**src/rtl/core/ptcs_pkg.sv**
```systemverilog
package ptcs_pkg;

  localparam int TimeW   = 63;
  localparam int PeriodW = 40;
  localparam int SlotW   = 3;
  localparam int MaskW   = 8;
  localparam logic [TimeW-1:0] TimeMax = {TimeW{1'b1}};

  // action codes
  localparam logic [1:0] ActTick   = 2'd0;
  localparam logic [1:0] ActReg    = 2'd1;
  localparam logic [1:0] ActRemove = 2'd2;

  typedef struct packed {
    logic [1:0]         action;
    logic [TimeW-1:0]   tick_time;
    logic [SlotW-1:0]   channel_slot;
    logic [PeriodW-1:0] period_ns;
  } in_t;

  typedef struct packed {
    logic [MaskW-1:0] fired_mask;
    logic [TimeW-1:0] earliest_due;
    logic             none_active;
  } out_t;

  typedef enum logic [2:0] {
    ST_IDLE,
    ST_READ,
    ST_EVAL,
    ST_DIV,
    ST_WB,
    ST_DONE
  } state_t;

  // divider request and response
  typedef struct packed {
    logic               start;
    logic [TimeW-1:0]   dividend;
    logic [PeriodW-1:0] divisor;
  } div_req_t;

  typedef struct packed {
    logic               done;
    logic [PeriodW-1:0] rem;
  } div_rsp_t;

endpackage

```
**src/rtl/core/ptcs_div.sv**
```systemverilog
module ptcs_div (
  input  logic                clk,
  input  logic                rst_n,
  input  ptcs_pkg::div_req_t  req,
  output ptcs_pkg::div_rsp_t  rsp
);
  import ptcs_pkg::*;

  logic [TimeW-1:0]   dvd_r;
  logic [PeriodW-1:0] div_r;
  logic [PeriodW-1:0] rem_r;
  logic [5:0]         cnt_r;
  logic               busy_r;
  logic               done_r;
  logic [PeriodW:0]   trial;

  // restoring step: one quotient bit per cycle, only the remainder is kept
  assign trial = {rem_r, dvd_r[TimeW-1]};

  always_ff @(posedge clk) begin
    if (!rst_n) begin
      busy_r <= 1'b0;
      done_r <= 1'b0;
      cnt_r  <= '0;
    end else begin
      done_r <= 1'b0;
      if (req.start) begin
        busy_r <= 1'b1;
        cnt_r  <= 6'(TimeW);
      end else if (busy_r) begin
        cnt_r <= cnt_r - 6'd1;
        if (cnt_r == 6'd1) begin
          busy_r <= 1'b0;
          done_r <= 1'b1;
        end
      end
    end
  end

  // datapath
  always_ff @(posedge clk) begin
    if (req.start) begin
      dvd_r <= req.dividend;
      div_r <= req.divisor;
      rem_r <= '0;
    end else if (busy_r) begin
      dvd_r <= {dvd_r[TimeW-2:0], 1'b0};
      if (trial >= {1'b0, div_r}) begin
        rem_r <= PeriodW'(trial - {1'b0, div_r});
      end else begin
        rem_r <= trial[PeriodW-1:0];
      end
    end
  end

  assign rsp.done = done_r;
  assign rsp.rem  = rem_r;

endmodule

```
**src/rtl/core/periodic_timer_channel_scheduler.sv**
```systemverilog
// Channel   Ports                      Direction  Transaction
// command   start, busy, in_data       in         start & !busy at a rising edge
// result    out_valid, out_data        out        out_valid high for one cycle
//
// Every command runs one sweep over all CHANNELS slots, each slot taking a
// memory read and an evaluate state. On a tick an active slot that is due or
// too far ahead also runs the shared remainder divider (63 restoring steps
// and a done pulse) and then a write-back. Reset (synchronous, rst_n low)
// clears the active bits and the sequencer. The receiver cannot stall.
module periodic_timer_channel_scheduler #(
  parameter int CHANNELS = 8
) (
  input  logic            clk,
  input  logic            rst_n,
  input  logic            start,
  output logic            busy,
  input  ptcs_pkg::in_t   in_data,
  output logic            out_valid,
  output ptcs_pkg::out_t  out_data
);
  import ptcs_pkg::*;

  localparam int IW = (CHANNELS > 1) ? $clog2(CHANNELS) : 1;

  state_t state_r, state_nxt;

  in_t                in_r;
  logic [IW-1:0]      idx_r;
  logic [CHANNELS-1:0] act_r;
  logic [MaskW-1:0]   mask_r;
  logic [TimeW-1:0]   min_r;
  logic               any_r;

  // slot memories
  logic [PeriodW-1:0] per_mem [CHANNELS];
  logic [TimeW-1:0]   due_mem [CHANNELS];
  logic [PeriodW-1:0] rd_per_r;
  logic [TimeW-1:0]   rd_due_r;

  logic               accept;
  logic               slot_ok;
  logic               last_slot;
  logic               cur_act;
  logic               is_due;
  logic               too_far;
  logic [TimeW:0]     nm_wide;
  logic [TimeW-1:0]   nm;
  logic [6:0]         idx7;
  logic               we;
  logic [IW-1:0]      waddr;
  div_req_t           dreq;
  div_rsp_t           drsp;

  assign accept    = start && !busy;
  assign slot_ok   = {4'd0, in_data.channel_slot} < 7'(CHANNELS);
  assign last_slot = idx_r == IW'(CHANNELS - 1);
  assign cur_act   = act_r[idx_r];
  assign idx7      = 7'(idx_r);

  // due checks against the tick time
  assign is_due  = rd_due_r <= in_r.tick_time;
  assign too_far = {1'b0, rd_due_r} >
                   ({1'b0, in_r.tick_time} + {{(TimeW+1-PeriodW){1'b0}}, rd_per_r});

  // next multiple above t is t - (t mod p) + p, saturated
  assign nm_wide = {1'b0, in_r.tick_time}
                 - {{(TimeW+1-PeriodW){1'b0}}, drsp.rem}
                 + {{(TimeW+1-PeriodW){1'b0}}, rd_per_r};
  assign nm = nm_wide[TimeW] ? TimeMax : nm_wide[TimeW-1:0];

  ptcs_div u_div (
    .clk   (clk),
    .rst_n (rst_n),
    .req   (dreq),
    .rsp   (drsp)
  );

  // next state
  always_comb begin
    state_nxt = state_r;
    unique case (state_r)
      ST_IDLE: if (accept) state_nxt = ST_READ;
      ST_READ: state_nxt = ST_EVAL;
      ST_EVAL: begin
        if (in_r.action == ActTick && cur_act && (is_due || too_far)) begin
          state_nxt = ST_DIV;
        end else if (last_slot) begin
          state_nxt = ST_DONE;
        end else begin
          state_nxt = ST_READ;
        end
      end
      ST_DIV:  if (drsp.done) state_nxt = ST_WB;
      ST_WB:   state_nxt = last_slot ? ST_DONE : ST_READ;
      ST_DONE: state_nxt = ST_IDLE;
      default: state_nxt = ST_IDLE;
    endcase
  end

  // outputs
  always_comb begin
    busy          = state_r != ST_IDLE;
    out_valid     = state_r == ST_DONE;
    dreq.start    = (state_r == ST_EVAL) && (state_nxt == ST_DIV);
    dreq.dividend = in_r.tick_time;
    dreq.divisor  = rd_per_r;
  end

  // memory write port: register command or tick write-back
  assign we    = (accept && in_data.action == ActReg && slot_ok) || (state_r == ST_WB);
  assign waddr = (state_r == ST_WB) ? idx_r : IW'(in_data.channel_slot);

  always_ff @(posedge clk) begin
    if (we) begin
      if (state_r == ST_WB) begin
        due_mem[waddr] <= nm;
      end else begin
        due_mem[waddr] <= '0;
        per_mem[waddr] <= (in_data.period_ns == '0) ? PeriodW'(1) : in_data.period_ns;
      end
    end
    rd_due_r <= due_mem[idx_r];
    rd_per_r <= per_mem[idx_r];
  end

  // control and sweep state
  always_ff @(posedge clk) begin
    if (!rst_n) begin
      state_r <= ST_IDLE;
      act_r   <= '0;
      idx_r   <= '0;
    end else begin
      state_r <= state_nxt;
      if (accept && slot_ok) begin
        if (in_data.action == ActReg) begin
          act_r[IW'(in_data.channel_slot)] <= 1'b1;
        end else if (in_data.action == ActRemove) begin
          act_r[IW'(in_data.channel_slot)] <= 1'b0;
        end
      end
      if (accept) begin
        idx_r <= '0;
      end else if ((state_r == ST_EVAL && state_nxt != ST_DIV && !last_slot) ||
                   (state_r == ST_WB && !last_slot)) begin
        idx_r <= idx_r + IW'(1);
      end
    end
  end

  // result accumulation
  always_ff @(posedge clk) begin
    if (accept) begin
      in_r   <= in_data;
      mask_r <= '0;
      min_r  <= TimeMax;
      any_r  <= 1'b0;
    end else if (state_r == ST_EVAL && state_nxt != ST_DIV && cur_act) begin
      any_r <= 1'b1;
      if (rd_due_r < min_r) min_r <= rd_due_r;
    end else if (state_r == ST_WB) begin
      any_r <= 1'b1;
      if (nm < min_r) min_r <= nm;
      if (is_due && idx7 < 7'(MaskW)) mask_r[idx7[2:0]] <= 1'b1;
    end
  end

  assign out_data.fired_mask   = mask_r;
  assign out_data.earliest_due = min_r;
  assign out_data.none_active  = !any_r;

endmodule
```
**config.mk**
```make
export PLATFORM = sky130hd
export DESIGN_NAME = periodic_timer_channel_scheduler
export DESIGN_NICKNAME = d
export VERILOG_FILES = /design/src/rtl/core/ptcs_pkg.sv /design/src/rtl/core/ptcs_div.sv /design/src/rtl/core/periodic_timer_channel_scheduler.sv
export SDC_FILE = /design/constraint.sdc
export NUM_CORES = 2
export LEC_CHECK = 0
export BUFFER_PORTS_ARGS = -buffer_cell sky130_fd_sc_hd__buf_2
export CELL_PAD_IN_SITES_DETAIL_PLACEMENT = 2
export CELL_PAD_IN_SITES_GLOBAL_PLACEMENT = 2
export CORE_ASPECT_RATIO = 0.6
export CORE_MARGIN = 2
export CORE_UTILIZATION = 45
export CTS_BUF_LIST = sky130_fd_sc_hd__clkbuf_4 sky130_fd_sc_hd__clkbuf_8
export DETAILED_ROUTE_END_ITERATION = 12
export PLACE_DENSITY = 0.8
export SLEW_MARGIN = 20
export SYNTH_ARGS = -nofsm -noshare
export SYNTH_HDL_FRONTEND = slang
export SYNTH_SLANG_ARGS = --single-unit
export TNS_END_PERCENT = 100
```
**constraint.sdc**
```tcl
create_clock -name clk -period 7.9 [get_ports clk]
set_input_delay 1.185 -clock clk [delete_from_list [all_inputs] [get_ports clk]]
set_output_delay 1.185 -clock clk [all_outputs]
set_load 0.01 [all_outputs]
```
* After elaboration in Yosys (flattened, before gate mapping)
Memory sizes are Yosys's and may differ from the RTL's. A register that Yosys moved wholly into a read port is not among the register bits.
Cells that the tools add are included.
** Word-level totals
- Register bits :: 302
- Bits in writable memories :: 824
- Output and inout bits :: 74
- Memories :: 2
** Cells by class
- Add/subtract/negate cells :: 6
- Order comparisons :: 10
- Equal/unequal tests :: 12
- Muxes and demuxes :: 38
- Bitwise gates (word level) :: 8
- Reduce and logical (&&, ||, !) cells :: 31
** Memory list
- due_mem :: depth 8, width 63, read ports 1, clocked after memory_dff 1, wr ports 1, RTL line periodic_timer_channel_scheduler.sv:36 : logic [TimeW-1:0] due_mem [CHANNELS];
- per_mem :: depth 8, width 40, read ports 1, clocked after memory_dff 1, wr ports 1, RTL line periodic_timer_channel_scheduler.sv:35 : logic [PeriodW-1:0] per_mem [CHANNELS];
** Operators with widths (number)
- $mux W63 :: 8
- $lt A63 B63 Y1 :: 2
- $mux W40 :: 2
- $add A63 B40 Y64 :: 1
- $add A64 B40 Y64 :: 1
- $gt A63 B64 Y1 :: 1
- $sub A63 B40 Y64 :: 1
- $le A63 B63 Y1 :: 1
- $ge A41 B40 Y1 :: 1
- $logic_not A40 Y1 :: 1
- $sub A40 B40 Y40 :: 1
- $mux W8 :: 2
- $or A8 B8 Y8 :: 2
- $mux W1 :: 15
- $mux W3 :: 5
- $pmux W3 S5 :: 1
- $logic_and A1 B1 Y1 :: 12
- $lt A3 B4 Y1 const B :: 3
- $mux W6 :: 2
- $eq A3 B2 Y1 const B :: 3
- $eq A3 B3 Y1 const B :: 3
- $and A8 B8 Y8 :: 1
- $not A8 Y8 :: 1
- $reduce_bool A2 Y1 :: 4
- 22 further kinds :: 31

* Depth between registers and ports, before layout
- Depth in word-level cells :: 11
- Depth in mapped cells :: 30

* Cells and area by module
A second synthesis with hierarchy kept.
** Unflattened totals
- Cell total of the unflattened synthesis :: 4971
- Area, all modules :: 60115.2 um2
** By module, submodules not included
- periodic_timer_channel_scheduler :: instances 1, cells each 4158, area an instance 51597.0 um2, seq. area each 30479.2 um2
- ptcs_div :: instances 1, cells each 813, area an instance 8518.2 um2, seq. area each 4053.9 um2

* Worst setup path before layout
Ideal clock, no wire load.
- Path type :: register to register
- From :: register in_r (netlist bit dreq[40])
- To :: register u_div.dvd_r[0], enable pin
- Library setup time :: 0.422 ns
- Data arrival time :: 6.624 ns
- Path slack :: 0.853 ns
- Cell stages (with the launch flop) :: 26
- Path buffers :: 1
- Clock period less this slack :: 7.047 ns
- Cells stage by stage :: edfxtp_1 > ha_1 > inv_1 > fa_1 > nor2b_1 > o31ai_1 > a21oi_1 > o21ai_0 > a21oi_1 > o21a_1 > o21ai_1 > a21boi_0 > o31ai_1 > or4b_2 > o311a_1 > ha_1 > and3_1 > nand4_1 > or4_1 > a21o_1 > a31oi_1 > o21ai_1 > o21ai_2 > nand3_1 > clkbuf_1 > nand2_1
** Between the ends
- Longest elaborated chain between the ends :: 9
- Elaborated cells between the ends (all ways) :: 10
- Those cells by class :: add/sub (1); order compare (2); eq/ne (1); mux (2); reduce/logical (4)
** RTL lines
- start, declared :: RTL line periodic_timer_channel_scheduler.sv:27 : in_t in_r;
- start signal, assigned :: RTL line periodic_timer_channel_scheduler.sv:153 : in_r <= in_data;
- $add A63 B40 Y64 :: RTL line periodic_timer_channel_scheduler.sv:63 : ({1'b0, in_r.tick_time} + {{(TimeW+1-PeriodW){1'b0}}, rd_per_r});
- $gt A63 B64 Y1 :: RTL line periodic_timer_channel_scheduler.sv:62 : assign too_far = {1'b0, rd_due_r} >
- $logic_or A1 B1 Y1 * :: RTL line periodic_timer_channel_scheduler.sv:85 : if (in_r.action == ActTick && cur_act && (is_due || too_far)) begin
- $logic_and A1 B1 Y1 * :: RTL line periodic_timer_channel_scheduler.sv:85
- $mux W3 * :: RTL line periodic_timer_channel_scheduler.sv:85
- $pmux W3 S5 * :: RTL line periodic_timer_channel_scheduler.sv:81 : unique case (state_r)
- $eq A3 B2 Y1 * :: RTL line periodic_timer_channel_scheduler.sv:104 : dreq.start = (state_r == ST_EVAL) && (state_nxt == ST_DIV);
- $logic_and A1 B1 Y1 * :: RTL line periodic_timer_channel_scheduler.sv:104
- $reduce_bool A2 Y1 (no source line) *
- end signal, assigned :: RTL line ptcs_div.sv:43 : dvd_r <= req.dividend;
- end signal, assigned :: RTL line ptcs_div.sv:47 : dvd_r <= {dvd_r[TimeW-2:0], 1'b0};
- end, declared :: RTL line ptcs_div.sv:9 : logic [TimeW-1:0] dvd_r;
Every way passes the cells marked *; elsewhere a longest branch is shown, timed or not.
A chain may end at the register's enable or synchronous reset.

* Worst setup path after layout
- From :: register rd_per_r[22] (read register of per_mem)
- To :: register min_r[15]
** Between the ends
- Longest elaborated chain between the ends :: 11
- Elaborated cells between the ends (all ways) :: 19
- Those cells by class :: add/sub (2); order compare (2); eq/ne (2); mux (6); reduce/logical (7)
** RTL lines
- start, declared :: RTL line periodic_timer_channel_scheduler.sv:37 : logic [PeriodW-1:0] rd_per_r;
- $add A63 B40 Y64 :: RTL line periodic_timer_channel_scheduler.sv:63
- $gt A63 B64 Y1 :: RTL line periodic_timer_channel_scheduler.sv:62
- $logic_or A1 B1 Y1 :: RTL line periodic_timer_channel_scheduler.sv:85
- $logic_and A1 B1 Y1 :: RTL line periodic_timer_channel_scheduler.sv:85
- $mux W3 :: RTL line periodic_timer_channel_scheduler.sv:85
- $pmux W3 S5 :: RTL line periodic_timer_channel_scheduler.sv:81
- $ne A3 B2 Y1 :: RTL line periodic_timer_channel_scheduler.sv:157 : end else if (state_r == ST_EVAL && state_nxt != ST_DIV && cur_act) begin
- $logic_and A1 B1 Y1 (2 in a row) :: RTL line periodic_timer_channel_scheduler.sv:157
- $ne A2 B1 Y1 (no source line) or $reduce_bool A2 Y1 (tied branches)
- $reduce_and A3 Y1 (no source line)
- end signal, assigned :: RTL line periodic_timer_channel_scheduler.sv:155 : min_r <= TimeMax;
- end signal, assigned :: RTL line periodic_timer_channel_scheduler.sv:159 : if (rd_due_r < min_r) min_r <= rd_due_r;
- end signal, assigned :: RTL line periodic_timer_channel_scheduler.sv:162 : if (nm < min_r) min_r <= nm;
- end, declared :: RTL line periodic_timer_channel_scheduler.sv:31 : logic [TimeW-1:0] min_r;
Parallel ways exist; a longest one is shown, timed or not. The select of a mux whose other input is x is not followed.

==> results.txt <==
By instance count, the leading cell after synthesis is edfxtp_1. Max-cap violations in this run came to 0. The detail-routed via count per cell is 7.027, and the post-DP HPWL is 174600 µm. The residual antenna-violating net count after detailed routing was 0; the highest clock rate was 108.3 MHz.

The finished cells cover 66810 µm². The DRC violation total after the first TritonRoute iteration was 6649; the count of flip-flops with a built-in enable after synthesis was 992. The number of hold-repair buffers added at the cts stage was 0; the maximum root-to-sink buffer count was 3. Cell type of the slowest stage on the worst timing path: dfxtp_1. The final worst setup slack is -1.330 ns, and the sink count of the clock tree is 1229.

The first global-routing pass estimated 389700 µm of wire. In this run the biggest area consumer among cell types represents 50.26% of the synthesized area. The logs give 23.7% for the part of the power in combinational logic and 17.97 mW for the total power draw.

The depth of the worst register-to-register path is 28, and the count of placed standard cells including taps is 6651. Counting distinct cell types in the post-synthesis netlist gives 85. Setup total negative slack on the finished layout was measured at -46.13 ns. Fill cells in the final layout number 12610.

Counting both buffers and inverters, the worst setup path holds a total of 7. The clock root buffer master was clkbuf_8. Synthesis produced 4903 cells. Most common flop cell mapped by yosys: edfxtp_1. After detailed routing, the average wire length per cell comes to 41.17 µm. The tools report the number of non-filler instances in the completed layout as 7034. The run gives 0.8952 as the weighted congestion reported at the end of routability-driven placement.

Along the worst path, the maximum fanout reaches 31. The critical path depth came out at 28. The tools report the global-route usage over all layers as 40.24%. Sequential elements use 58.27% of the synthesized area. The height of the die is 285.1 µm. The tools report the number of hold violations in the final report as 0. The internal power consumption was 11.63 mW. The net count of the finished layout is 5698. For the cell row count, the log shows 103. The final reports fail on setup timing. At the worst endpoint, the arrival time is 10.04 ns. The via count of the first global-routing pass is 51460, and the largest net degree at the start of global routing is 105. The number of antenna violations at the first check in global routing was 58. In this run, CTS created clock tree buffers numbering 187. The mapped netlist covers 59270 µm².

For the clock power share, the log shows 33.9%. The number of pins with negative max-slew slack in the final report is 0. The first-pass detailed-route iteration total is 6, and the switching power total is 6.341 mW.

Source-to-sink clock delay at the later pin of the worst-skew pair: 1.03 ns. The shortest clock period the worst path allows after layout was 9.230 ns. For this run, design rule violations remaining after detail routing come to 0. Hold timing on the final database bottoms out at a slack of 0.3440 ns. Leading area contributor after synthesis: edfxtp_1. In this run the mean area of a mapped cell was 12.09 µm². The run finished, with violations left. In the final layout, the multi-input gates occupy 22890 µm². CTS built an H-tree with a depth of 4. The peak supply drop came out at 0.2161 mV. Prior to clock tree synthesis, the placed netlist has a worst setup slack of -0.3175 ns. Cells fill 50.97% of the core in the end. Of the total power, the share spent switching nets is 35.29%. For the pin with the worst max-slew slack, the measured transition is 1.303 ns. The worst path uses 116.8% of the clock period. In this design, the stage delay of the slowest critical-path cell is 0.94 ns. Registers are responsible for 42.5% of the overall power. STA classifies the critical path startpoint as a register. The die is 472.5 µm wide. The tools report the count of endpoints failing setup in the final report as 181. Effective utilization at floorplan: 45.22%. The worst setup path is captured at a register. Clock-pin slew was measured on the worst setup and hold paths at 0.09 ns. The tools report the aggregate routed wire length as 289600 µm. The class of the worst hold path was primary input to register. The number of nets in the synthesized netlist is 5477.

The detailed router placed 49430 vias in this run. The power per unit of standard cell area is 268.9 nW/µm², and the worst hold path depth is 1. Among cell families on the critical path, the largest total delay comes from compound AO/OA/AOI/OAI gates. After synthesis, the share of flip-flops with an asynchronous set or reset is 0%. For this design the static power due to leakage is 25.84 nW. Headroom to the max-slew limit came out at 12.58%. Ranked by instance count, the synthesized netlist is headed by edfxtp_1, ha_1, a22oi_1, inv_1, a21oi_1.

The share of post-route cells with drive strength above 1 was 13.21%. For the final database, setup skew stands at 0.07275 ns. In this run the tool buffered the top-level ports with 184 buffer cells. Sorting the synthesized cells by area gives the leading types as edfxtp_1, ha_1, dfxtp_1. For this run, the number of Yosys warnings is 0. The tools report the remaining global-route overflow as 0. The die covers 134700 µm². The sequential cells in the finished layout cover a total of 34540 µm².

TritonCTS built the clock tree. 185 I/O pins were placed. The synthesis-to-layout area growth was 12.72%. Synthesis inferred 1229 register bits.

By startpoint and endpoint, the worst setup path is classified as register to register. Total cell area at the placement stage: 62340 µm². For the data required time of the critical path, the log shows 8.71 ns. The core region is 131100 µm².
[registers in the layout (all words and copies together) (netlist names), 3 cells and up, named ones only]
register     count
due_mem        504
per_mem        320
dreq            63
min_r           63
rd_due_r        63
u_div.dvd_r     63
rd_per_r        40
u_div.div_r     40
u_div.rem_r     40
mask_r           8
u_div.cnt_r      6
idx_r            3
state_r          3
[area by class of cell]
type                            count  area share [%]
Multi-Input combinational cell   3090           34.26
Clock inverter                     51          0.5356
Tap cell                         1732           3.244
Clock buffer                      296           5.377
Antenna cell                       20         0.07491
Timing Repair Buffer              276           2.892
Inverter                          340           1.918
Sequential cell                  1229           51.70
[placed cells by master (no fill, tap or decap), drive strengths merged, types with 30 or more instances in the layout]
cell type	count
ha	421
xnor2	81
nor3	53
nand4	174
o21ai	258
mux2i	65
nor2	175
nand3	75
dfxtp	237
edfxtp	992
a21oi	324
and2	40
clkinv	38
o21bai	30
a22oi	415
fa	42
a211oi	48
o21a	30
buf	273
nand2	310
nor2b	32
a21o	99
clkbuf	299
inv	347
o211ai	30
xor2	58
[metal layers]
| metal | share of wire [%] | vias up | GRT usage, % | wire length (µm) |
|---|---|---|---|---|
| li1 | - | 19130 | - | - |
| met3 | 11 | 1539 | 11.52 | 31950 |
| met5 | 0.22 | - | 0.1388 | 634 |
| met4 | 9.4 | 46 | 30.50 | 27240 |
| met1 | 36 | 24930 | 48.20 | 104000 |
| met2 | 43 | 3782 | 61.74 | 125800 |
[final timing paths]
| kind | to | slack [ns] | startpoint |
|---|---|---|---|
| max | min_r[15] | -1.33 | rd_per_r[22] |
| min | dreq[58] | 0.34 | in_data[61] |
| min reg2reg | register | 0.47 | register |
| max reg2reg | min_r[15] | -1.33 | rd_per_r[22] |
[cell families (layout without fill, tap and decap cells)]
| group | count (synthesis) | after routing | share of synthesized area, % |
|---|---|---|---|
| simple gates | 990 | 990 | 8.267 |
| compound gates | 1425 | 1425 | 16.02 |
| xor+xnor | 139 | 139 | 2.054 |
| other cells | 0 | 20 | 0 |
| buf+inv | 584 | 963 | 3.840 |
| fa+ha+maj | 463 | 463 | 10.31 |
| mux | 73 | 73 | 1.250 |
| flops | 1229 | 1229 | 58.27 |
[timing repair]
item                                    in CTS  in global routing
cloned                                       0                  3
gates resized for setup                     20                 29
endpoints found under the hold margin        0                  0
buffers inserted                             0                 10
pin swaps                                    0                  7
endpoints found under the setup margin     276                279
[power by group through the flow]
stage | registers (mW) | logic [mW] | clock network, mW
5_1_grt | 7.62 | 4.33 | 6.30
3_5_place_dp | 7.74 | 3.62 | 0
2_1_floorplan | 7.64 | 2.19 | 0
6_report | 7.63 | 4.25 | 6.08
3_3_place_gp | 7.73 | 3.14 | 0
4_1_cts | 7.61 | 3.86 | 5.94
No activity file was read; power rests on OpenSTA's default activity.
